<file path="src/ept_pkg.sv">
`timescale 1ns / 1ps
`default_nettype none
// ----------------------------------------------------------------------------
// ept_pkg
// Shared types, register map and helpers for the edge-aligned PWM timer.
// ----------------------------------------------------------------------------
package ept_pkg;

    localparam int COUNT_WIDTH = 16;   // counter, reload and compare width
    localparam int DATA_WIDTH  = 16;   // bus data width
    localparam int PSC_WIDTH   = 16;   // prescaler width, fixed
    localparam int EXT_WIDTH   = (COUNT_WIDTH > DATA_WIDTH) ? COUNT_WIDTH : DATA_WIDTH;

    typedef logic [COUNT_WIDTH-1:0] t_cnt;
    typedef logic [DATA_WIDTH-1:0]  t_data;
    typedef logic [PSC_WIDTH-1:0]   t_psc;
    typedef logic [EXT_WIDTH-1:0]   t_ext;

    // operation codes
    localparam logic [1:0] OP_TICK  = 2'd0;
    localparam logic [1:0] OP_WRITE = 2'd1;
    localparam logic [1:0] OP_READ  = 2'd2;

    // register map
    localparam logic [2:0] REG_CTRL     = 3'd0;
    localparam logic [2:0] REG_EVENT    = 3'd1;
    localparam logic [2:0] REG_STATUS   = 3'd2;
    localparam logic [2:0] REG_OUT_EN   = 3'd3;
    localparam logic [2:0] REG_PRESCALE = 3'd4;
    localparam logic [2:0] REG_RELOAD   = 3'd5;
    localparam logic [2:0] REG_COMPARE  = 3'd6;
    localparam logic [2:0] REG_COUNT    = 3'd7;

    // register bit positions
    localparam int CEN_BIT = 0;
    localparam int UG_BIT  = 0;
    localparam int UIF_BIT = 0;
    localparam int CCE_BIT = 4;

    typedef struct packed {
        logic [1:0] operation;
        logic [2:0] register_index;
        t_data      write_value;
    } t_item;

    typedef struct packed {
        t_data read_value;
        logic  pwm_level;
        logic  update_flag;
    } t_result;

    // bus data to counter width: zero-extend or truncate
    function automatic t_cnt data_to_cnt(input t_data v);
        t_ext tmp;
        tmp = t_ext'(v);
        return tmp[COUNT_WIDTH-1:0];
    endfunction

    // counter width to bus data: low bits only
    function automatic t_data cnt_to_data(input t_cnt v);
        t_ext tmp;
        tmp = t_ext'(v);
        return tmp[DATA_WIDTH-1:0];
    endfunction

endpackage
`default_nettype wire

</file>
<file path="src/ept_in_stage.sv">
`timescale 1ns / 1ps
`default_nettype none
// ----------------------------------------------------------------------------
// ept_in_stage
// Input register: holds one accepted item until the core takes it.
// ----------------------------------------------------------------------------
module ept_in_stage
    import ept_pkg::*;
(
    input  wire logic  i_clk,
    input  wire logic  i_rst_n,
    input  wire logic  i_valid,
    output logic       o_ready,
    input  wire t_item i_item,
    output logic       o_item_valid,
    output t_item      o_item,
    input  wire logic  i_take
);

    logic  r_valid;
    t_item r_item;

    // refill in the same cycle the held item leaves
    assign o_ready      = !r_valid || i_take;
    assign o_item_valid = r_valid;
    assign o_item       = r_item;

    always_ff @(posedge i_clk) begin
        if (!i_rst_n) begin
            r_valid <= 1'b0;
        end else if (o_ready) begin
            r_valid <= i_valid;
        end
    end

    always_ff @(posedge i_clk) begin
        if (o_ready && i_valid) begin
            r_item <= i_item;
        end
    end

endmodule
`default_nettype wire

</file>
<file path="src/ept_core.sv">
`timescale 1ns / 1ps
`default_nettype none
// ----------------------------------------------------------------------------
// ept_core
// Timer state: prescaler, counter, shadow/live registers, flags. Applies one
// item per firing cycle and forms its result from the updated state.
// ----------------------------------------------------------------------------
module ept_core
    import ept_pkg::*;
(
    input  wire logic  i_clk,
    input  wire logic  i_rst_n,
    input  wire logic  i_fire,
    input  wire t_item i_item,
    output t_result    o_result
);

    t_psc r_psc_cnt,    n_psc_cnt;
    t_cnt r_cnt,        n_cnt;
    t_psc r_psc_shadow, n_psc_shadow;
    t_psc r_psc_live,   n_psc_live;
    t_cnt r_arr_shadow, n_arr_shadow;
    t_cnt r_arr_live,   n_arr_live;
    t_cnt r_ccr_shadow, n_ccr_shadow;
    t_cnt r_ccr_live,   n_ccr_live;
    logic r_cen,        n_cen;
    logic r_oe,         n_oe;
    logic r_sticky,     n_sticky;

    logic  upd;
    t_data rd;

    always_comb begin
        n_psc_cnt    = r_psc_cnt;
        n_cnt        = r_cnt;
        n_psc_shadow = r_psc_shadow;
        n_psc_live   = r_psc_live;
        n_arr_shadow = r_arr_shadow;
        n_arr_live   = r_arr_live;
        n_ccr_shadow = r_ccr_shadow;
        n_ccr_live   = r_ccr_live;
        n_cen        = r_cen;
        n_oe         = r_oe;
        n_sticky     = r_sticky;
        upd          = 1'b0;
        rd           = '0;

        case (i_item.operation)
            OP_TICK: begin
                if (r_cen) begin
                    if (r_psc_cnt >= r_psc_live) begin
                        n_psc_cnt = '0;
                        // >= so a count written above reload wraps too
                        if (r_cnt >= r_arr_live) begin
                            n_cnt = '0;
                            upd   = 1'b1;
                        end else begin
                            n_cnt = t_cnt'(r_cnt + 1'b1);
                        end
                    end else begin
                        n_psc_cnt = t_psc'(r_psc_cnt + 1'b1);
                    end
                end
            end
            OP_WRITE: begin
                unique case (i_item.register_index)
                    REG_CTRL:     n_cen = i_item.write_value[CEN_BIT];
                    REG_EVENT: begin
                        if (i_item.write_value[UG_BIT]) begin
                            n_psc_cnt = '0;
                            n_cnt     = '0;
                            upd       = 1'b1;
                        end
                    end
                    REG_STATUS: begin
                        if (!i_item.write_value[UIF_BIT]) begin
                            n_sticky = 1'b0;
                        end
                    end
                    REG_OUT_EN:   n_oe         = i_item.write_value[CCE_BIT];
                    REG_PRESCALE: n_psc_shadow = i_item.write_value;
                    REG_RELOAD:   n_arr_shadow = data_to_cnt(i_item.write_value);
                    REG_COMPARE:  n_ccr_shadow = data_to_cnt(i_item.write_value);
                    REG_COUNT:    n_cnt        = data_to_cnt(i_item.write_value);
                    default:      ;
                endcase
            end
            OP_READ: begin
                unique case (i_item.register_index)
                    REG_CTRL:     rd[CEN_BIT] = r_cen;
                    REG_EVENT:    rd = '0;
                    REG_STATUS:   rd[UIF_BIT] = r_sticky;
                    REG_OUT_EN:   rd[CCE_BIT] = r_oe;
                    REG_PRESCALE: rd = r_psc_shadow;
                    REG_RELOAD:   rd = cnt_to_data(r_arr_shadow);
                    REG_COMPARE:  rd = cnt_to_data(r_ccr_shadow);
                    REG_COUNT:    rd = cnt_to_data(r_cnt);
                    default:      rd = '0;
                endcase
            end
            default: ;
        endcase

        // update event: shadows go live, flag sets
        if (upd) begin
            n_psc_live = r_psc_shadow;
            n_arr_live = r_arr_shadow;
            n_ccr_live = r_ccr_shadow;
            n_sticky   = 1'b1;
        end
    end

    assign o_result.read_value  = rd;
    assign o_result.pwm_level   = n_oe && (n_cnt < n_ccr_live);
    assign o_result.update_flag = n_sticky;

    always_ff @(posedge i_clk) begin
        if (!i_rst_n) begin
            r_psc_cnt    <= '0;
            r_cnt        <= '0;
            r_psc_shadow <= '0;
            r_psc_live   <= '0;
            r_arr_shadow <= '1;
            r_arr_live   <= '1;
            r_ccr_shadow <= '0;
            r_ccr_live   <= '0;
            r_cen        <= 1'b0;
            r_oe         <= 1'b0;
            r_sticky     <= 1'b0;
        end else if (i_fire) begin
            r_psc_cnt    <= n_psc_cnt;
            r_cnt        <= n_cnt;
            r_psc_shadow <= n_psc_shadow;
            r_psc_live   <= n_psc_live;
            r_arr_shadow <= n_arr_shadow;
            r_arr_live   <= n_arr_live;
            r_ccr_shadow <= n_ccr_shadow;
            r_ccr_live   <= n_ccr_live;
            r_cen        <= n_cen;
            r_oe         <= n_oe;
            r_sticky     <= n_sticky;
        end
    end

    a_forced_update: assert property (@(posedge i_clk) disable iff (!i_rst_n)
        i_fire && i_item.operation == OP_WRITE && i_item.register_index == REG_EVENT
        && i_item.write_value[UG_BIT]
        |=> r_cnt == '0 && r_psc_cnt == '0 && r_sticky
            && r_arr_live == $past(r_arr_shadow) && r_ccr_live == $past(r_ccr_shadow))
        else $error("forced update did not reload live registers");

    a_tick_disabled: assert property (@(posedge i_clk) disable iff (!i_rst_n)
        i_fire && i_item.operation == OP_TICK && !r_cen
        |=> $stable(r_cnt) && $stable(r_psc_cnt) && $stable(r_sticky))
        else $error("counter moved while disabled");

    a_idle_hold: assert property (@(posedge i_clk) disable iff (!i_rst_n)
        $past(i_rst_n) && !$past(i_fire)
        |-> $stable(r_cnt) && $stable(r_psc_cnt) && $stable(r_sticky) && $stable(r_ccr_live))
        else $error("state changed without an item");

    a_live_needs_update: assert property (@(posedge i_clk) disable iff (!i_rst_n)
        $past(i_rst_n) && (r_ccr_live != $past(r_ccr_live) || r_arr_live != $past(r_arr_live))
        |-> r_sticky)
        else $error("live register changed without update event");

endmodule
`default_nettype wire

</file>
<file path="src/ept_out_stage.sv">
`timescale 1ns / 1ps
`default_nettype none
// ----------------------------------------------------------------------------
// ept_out_stage
// Result register: holds one finished item result until the sink takes it.
// ----------------------------------------------------------------------------
module ept_out_stage
    import ept_pkg::*;
(
    input  wire logic    i_clk,
    input  wire logic    i_rst_n,
    input  wire logic    i_load_valid,
    output logic         o_can_load,
    input  wire t_result i_result,
    output logic         o_valid,
    input  wire logic    i_ready,
    output t_result      o_result
);

    logic    r_valid;
    t_result r_result;

    assign o_can_load = !r_valid || i_ready;
    assign o_valid    = r_valid;
    assign o_result   = r_result;

    always_ff @(posedge i_clk) begin
        if (!i_rst_n) begin
            r_valid <= 1'b0;
        end else if (o_can_load) begin
            r_valid <= i_load_valid;
        end
    end

    always_ff @(posedge i_clk) begin
        if (o_can_load && i_load_valid) begin
            r_result <= i_result;
        end
    end

endmodule
`default_nettype wire

</file>
<file path="src/edge_aligned_pwm_timer.sv">
`timescale 1ns / 1ps
`default_nettype none
// ----------------------------------------------------------------------------
// edge_aligned_pwm_timer
// Up-counting timer with one edge-aligned PWM channel, driven by tick,
// register write and register read items.
// ----------------------------------------------------------------------------
// Every item produces exactly one result. The block takes one item per clock
// cycle with no bubbles while the result side keeps up: an item is held in the
// input register, is applied to the timer state in a single pass of logic,
// and its result is loaded into the result register once that register can
// take it. Throughput is set by the core's state update, done in a single pass
// of logic; back-pressure on the result side stalls input only once both
// registers are full.
// ----------------------------------------------------------------------------
module edge_aligned_pwm_timer
    import ept_pkg::*;
(
    input  wire logic        i_clk,
    input  wire logic        i_rst_n,
    input  wire logic        i_valid,
    output logic             o_ready,
    input  wire logic [1:0]  i_operation,
    input  wire logic [2:0]  i_register_index,
    input  wire logic [15:0] i_write_value,
    output logic             o_valid,
    input  wire logic        i_ready,
    output logic [15:0]      o_read_value,
    output logic             o_pwm_level,
    output logic             o_update_flag
);

    t_item   in_item;
    t_item   held_item;
    logic    held_valid;
    logic    can_load;
    logic    fire;
    t_result core_result;
    t_result out_result;

    assign in_item.operation      = i_operation;
    assign in_item.register_index = i_register_index;
    assign in_item.write_value    = i_write_value;

    assign fire = held_valid && can_load;

    ept_in_stage u_in (
        .i_clk        (i_clk),
        .i_rst_n      (i_rst_n),
        .i_valid      (i_valid),
        .o_ready      (o_ready),
        .i_item       (in_item),
        .o_item_valid (held_valid),
        .o_item       (held_item),
        .i_take       (fire)
    );

    ept_core u_core (
        .i_clk    (i_clk),
        .i_rst_n  (i_rst_n),
        .i_fire   (fire),
        .i_item   (held_item),
        .o_result (core_result)
    );

    ept_out_stage u_out (
        .i_clk        (i_clk),
        .i_rst_n      (i_rst_n),
        .i_load_valid (held_valid),
        .o_can_load   (can_load),
        .i_result     (core_result),
        .o_valid      (o_valid),
        .i_ready      (i_ready),
        .o_result     (out_result)
    );

    assign o_read_value  = out_result.read_value;
    assign o_pwm_level   = out_result.pwm_level;
    assign o_update_flag = out_result.update_flag;

endmodule
`default_nettype wire
</file>
<file path="config.mk">
export PLATFORM = sky130hd
export DESIGN_NAME = edge_aligned_pwm_timer
export DESIGN_NICKNAME = d
export VERILOG_FILES = /design/src/ept_pkg.sv /design/src/ept_in_stage.sv /design/src/ept_core.sv /design/src/ept_out_stage.sv /design/src/edge_aligned_pwm_timer.sv
export SDC_FILE = /design/constraint.sdc
export NUM_CORES = 1
export LEC_CHECK = 0
export BUFFER_PORTS_ARGS = -buffer_cell sky130_fd_sc_hd__clkbuf_2
export CORE_AREA = 5 5 129 143
export CTS_CLUSTER_DIAMETER = 30
export DETAILED_ROUTE_END_ITERATION = 16
export DIE_AREA = 0 0 134 148
export PLACE_DENSITY_LB_ADDON = 0.15
export RECOVER_POWER = 50
export SETUP_SLACK_MARGIN = 0.3
export SLEW_MARGIN = 40
export SYNTH_ARGS = -nofsm -noshare
export SYNTH_HDL_FRONTEND = slang
export SYNTH_SLANG_ARGS = --single-unit
export TNS_END_PERCENT = 1
</file>
<file path="constraint.sdc">
create_clock -name i_clk -period 4.7 [get_ports i_clk]
set_input_delay 0.94 -clock i_clk [delete_from_list [all_inputs] [get_ports i_clk]]
set_output_delay 0.94 -clock i_clk [all_outputs]
set_load 0.02 [all_outputs]
</file>
=== Word-level counts from Yosys, hierarchy flattened ===
Cells that the tools add are included.

* Magnitude comparators: 3
* Eq/ne operators: 12
* Reduce and logical (&&, ||, !) cells: 16
* Multiplexer cells: 28
* $add $sub $neg: 2

{| class="wikitable"
|+ Operators with widths
! cell !! number
|-
| 16-bit two-way mux || 9
|-
| 16-bit case mux with 2 select lines || 3
|-
| 11-bit case mux with 4 select lines || 1
|-
| 16-bit by 1-bit adder with 16-bit output, second input constant || 2
|-
| 16-bit greater-or-equal comparator || 2
|-
| 16-bit less-than comparator || 1
|-
| 3-bit equality test, second input constant || 4
|-
| 3-bit case mux with 4 select lines || 1
|-
| 3-bit AND reduction || 4
|-
| 1-bit two-way mux || 11
|-
| 3-bit by 2-bit equality test with 1-bit output, second input constant || 2
|-
| 1-bit case mux with 6 select lines || 1
|-
| 1-bit case mux with 5 select lines || 1
|-
| 5-bit AND reduction || 1
|-
| 2-bit inequality test, second input constant || 2
|-
| 3-bit by 1-bit equality test with 1-bit output, second input constant || 1
|-
| 1-bit logical AND || 3
|-
| 3-bit logical NOT || 1
|-
| 2-bit by 1-bit equality test with 1-bit output, second input constant || 1
|-
| 2-bit equality test, second input constant || 1
|-
| 1-bit logical NOT || 2
|-
| 2-bit logical NOT || 1
|-
| 1-bit logical OR || 2
|-
| 2-bit by 1-bit inequality test with 1-bit output, second input constant || 1
|-
| other kinds (3) || 3
|}

* Flip-flop bits (word level): 172
* Output and inout bits: 20
* Input port bits: 25
* Logic and storage cells: 80

=== Longest topological paths before layout ===
* Word-level depth: 8
* Gate-level depth with buffers: 18
* Depth with buffers taken out: 17

=== By module ===
Synthesis repeated with hierarchy kept, for this count alone.

* Cells, all modules: 1076
* Area total of the unflattened synthesis: 9226.3 sq um

{| class="wikitable"
|+ Modules (own cells, without submodules)
! module !! cells each !! area an instance (sq um) !! seq. area each (sq um) !! instances
|-
| ept_core || 1026 || 7933.9 || 2622.5 || 1
|-
| ept_in_stage || 26 || 688.2 || 650.6 || 1
|-
| ept_out_stage || 23 || 598.1 || 560.5 || 1
|-
| edge_aligned_pwm_timer || 1 || 6.3 || 0.0 || 1
|}

=== Worst setup path after synthesis ===
No wires, ideal clock.

* Kind: reg-to-reg
* From: register u_core.r_psc_cnt[13]
* To: register u_out.r_result (netlist bit u_out.o_result[1]), data pin
* Stages on the path, launching flop included: 16
* Clock period less this slack: 3.779 ns
* Arrival time: 3.626 ns
* Library setup time: 0.152 ns
* Data required time: 4.548 ns
* Path buffers: 1
* Path slack: 0.921 ns
* Cells stage by stage: dfxtp_1 > ha_1 > and4_1 > and3_1 > or4b_1 > a32oi_1 > nand2_1 > buf_2 > mux2i_1 > ha_1 > a21o_1 > a21o_1 > a221oi_1 > o211a_1 > o2111ai_1 > o21ai_0

{| class="wikitable"
|+ RTL lines
! what !! RTL line !! source
|-
| start: declaration || ept_core.sv:18 || <nowiki>t_psc r_psc_cnt, n_psc_cnt;</nowiki>
|-
| start signal: assignment || ept_core.sv:131 || <nowiki>r_psc_cnt <= n_psc_cnt;</nowiki>
|-
| end signal: assignment || ept_out_stage.sv:37 || <nowiki>r_result <= i_result;</nowiki>
|-
| end: declaration || ept_out_stage.sv:21 || <nowiki>t_result r_result;</nowiki>
|}

==> reports/metrics.yaml <==
dp.cells: 1247
yosysWarnings: 0
pin_count: 45
grt_first_pass_wirelength_mm: 42.6
critical_path.endpoint_type: "flip-flop"
min_period_ps: 4230
antenna-diode-count: 0
fill_cells: 1499
finalWeightedCongestion: 0.966
setup_viol: 0
rsz0062_at_grt: "false"
critical_path.max_fanout: 20
synth_area_per_cell_um2: 8.82
worst_pin_slew_ps: 1780
max-slew-margin-rel_pct: -19.4
place_worst_setup_slack_ps: 640
run_status: "complete, but fails checks"
grt_start_max_net_pins: 42
synth_top_cells_by_count: "nand2_1, dfxtp_1, nor2_1, a21oi_1, mux2i_1"
proportion_of_layout_cells_with_a_drive_suffix_above_1_pct: 9.71
antenna_left: 0
p_per_area_mw_per_mm2: 323
finalMaxSlewViolations: 42
number_of_max_cap_violations: 1
post-route-period-util_pct: 90.0
synth_edf_count: 39
net_count_reported_at_finish: 1132
worst_setup_hold_path_clk_slew_ps: 70
synth_seq_area_share_pct: 42.3
drc: 0
netlist-cell-type-count: 67
post_syn_instances: 1028
final_hold_viol_count: 0
globalRouteTotalUtil_pct: 27.8
final.setup.tns_ps: 0
clock_sinks: 172
crit_required_ps: 4990
synthToLayoutAreaGrowth_pct: 11.8
route.detailed.vias_per_inst: 6.17
synth_top_area_share_pct: 29.4
synth_area_mm2: 0.00907
chipWidth_um: 134
tritoncts: "done"
post_layout_nonfiller_instances: 1279
max-vdd-ir-drop_v: 0.000261
synth_top_cell_by_area: "dfxtp_1"
setup_ws_post_layout_ps: 472
ctsLongestPathBuffers: 2
core.rowCount: 50
timing.setup.critical_path_class: "flip-flop to flip-flop"
io_buffer_count: 44
top_flip_flop_cell_by_instance_count_after_synthesis: "dfxtp_1"
yosys.cell_count.top_type: "nand2_1"
postSynth.asyncResetShare_pct: 0
ctsHtreeMaxLevel: 4
synth_fp_nets: 1102
drt-pass1-iter-count: 5
power.static_leakage_nw: 4.47
cts-hold-fix-buffers: 0
critical_path_arrival_ps: 4520
initial_utilization_pct: 53.9
wire_per_inst_um: 21.0
post-route-util_pct: 60.2
hpwlAfterDp_mm: 19.2
synth_register_bits: 172
failed_checks: "max-capacitance violations, max-slew violations"
cp-start-kind: "flip-flop"
stdcell_area_mm2: 0.0101
route.vias.total: 7895
antenna_found_initial: 1
insertion_delay_ps: 440
global_route.overflow_total: 0
clk_root_buffer_cell: "clkbuf_16"
floorplan.die_area_mm2: 0.0198
fp.coreArea_mm2: 0.0168
number_of_cts_inserted_buffers: 17
fin_worst_skew_ps: 10.9
first_global_vias: 7553
die-height_um: 148
yosys-top-cells-area: "dfxtp_1, edfxtp_1, mux2i_1"
route.final.wire_length_mm: 26.9
placed_cell_area_mm2: 0.00953
min_path_type: "flip-flop to flip-flop"
max_clock_freq_ghz: 0.237
drt-initial-drc-count: 741
==> layout make-up <==
type                       instances  area, um^2  area share (%)
clock buffer                      17         425            4.20
timing repair buffer              69         375            3.70
multi-input combinational        758        4870            48.1
sequential                       172        3830            37.8
clock inverter                    15         215            2.12
inverter                          40         151            1.49
tap                              208         260            2.57
==> power breakdown <==
group          total [W]  switching [W]  internal, W  leakage (nW)
Sequential       0.00158      0.0000397      0.00154          1.44
Combinational   0.000223       0.000146    0.0000770          2.72
Clock            0.00148       0.000699     0.000779         0.308
==> metal layers <==
| metal | GRT usage [%] | wire, um | vias up |
|---|---|---|---|
| met1 | 36.5 | 11100 | 3737 |
| met4 | 14.7 | 1480 | 2 |
| met5 | 0 | 10 | - |
| met3 | 5.14 | 1840 | 82 |
| li1 | - | - | 3745 |
| met2 | 43.6 | 12400 | 329 |
==> per-stage QoR <==
| stage | total power, W | hold WS [ps] |
|---|---|---|
| 6_report | 0.00328 | 476 |
| 5_1_grt | 0.00339 | 512 |
| 4_1_cts | 0.00330 | 482 |
| 3_5_place_dp | 0.00183 | 463 |
| 3_3_place_gp | 0.00183 | 459 |
| 2_1_floorplan | 0.00173 | 445 |
==> registers in the layout, indices dropped and copies added, names as in the netlist, 16 cells and up <==
signal and count:
u_core.r_cnt 16, u_core.r_ccr_shadow 16, u_out.o_result 18, u_in.o_item 21
u_core.r_psc_live 16, u_core.r_psc_shadow 16, u_core.r_ccr_live 16, u_core.r_arr_live 16
u_core.r_psc_cnt 16, u_core.r_arr_shadow 16
==> kinds of logic after synthesis <==
| logic type | count (synthesis) | share of synthesized area [%] |
|---|---|---|
| AND/OR/NAND/NOR | 388 | 19.2 |
| AO/OA/AOI/OAI | 224 | 16.7 |
| flip-flops | 172 | 42.3 |
| buffers and inverters | 98 | 4.18 |
| multiplexers | 87 | 9.96 |
| adder cells (fa/ha/maj) | 49 | 6.76 |
| XOR/XNOR | 10 | 0.966 |
==> critical path, stage by stage (launching register included) <==
cell and delay, ps:
edfxtp_1 440, clkbuf_1 850, o21ai_0 550, nand2b_1 520, o22ai_1 270, nor2_1 90, ha_1 310, a21o_1 160
a21o_1 160, a221oi_1 280, o211a_1 210, o2111ai_1 90, o21ai_0 150
==> cells in the final DEF, fill, tap and decap left out, drive strengths merged, types with 4 or more instances in the layout <==
| master | instances |
|---|---|
| a22o | 16 |
| clkinv | 7 |
| o211a | 4 |
| mux2i | 70 |
| nand2 | 171 |
| edfxtp | 39 |
| a22oi | 16 |
| and4 | 5 |
| clkbuf | 66 |
| xor2 | 7 |
| nor3 | 5 |
| a211oi | 6 |
| o21a | 7 |
| nor2b | 7 |
| o31ai | 5 |
| mux2 | 16 |
| dfxtp | 133 |
| nor2 | 94 |
| nand4 | 10 |
| buf | 20 |
| nand2b | 7 |
| nand3 | 42 |
| inv | 46 |
| o211ai | 6 |
| ha | 49 |
| and2 | 12 |
| o21ai | 31 |
| a221oi | 7 |
| and3 | 20 |
| a21o | 9 |
| a31oi | 5 |
| a21oi | 78 |
==> final timing paths <==
path / to / cells past startpoint / slack [ps] / start
setup reg to reg: u_out.o_result[1]$_DFFE_PP_ / 12 / 470 / u_in.o_item[16]$_DFFE_PP_
setup / recovery: u_out.o_result[1]$_DFFE_PP_ / 12 / 470 / u_in.o_item[16]$_DFFE_PP_
hold / removal: u_core.r_arr_live[7]$_SDFFE_PN1P_ / 2 / 480 / u_core.r_arr_live[7]$_SDFFE_PN1P_
hold reg to reg: u_core.r_arr_live[7]$_SDFFE_PN1P_ / 2 / 480 / u_core.r_arr_live[7]$_SDFFE_PN1P_
==> what timing repair did <==
action,4_1_cts,5_1_grt
setup buffers,0,0
hold endpoints to repair,0,0
endpoints found under the setup margin,0,1
gates resized for setup,0,0
(Power assumes the default switching activity.)
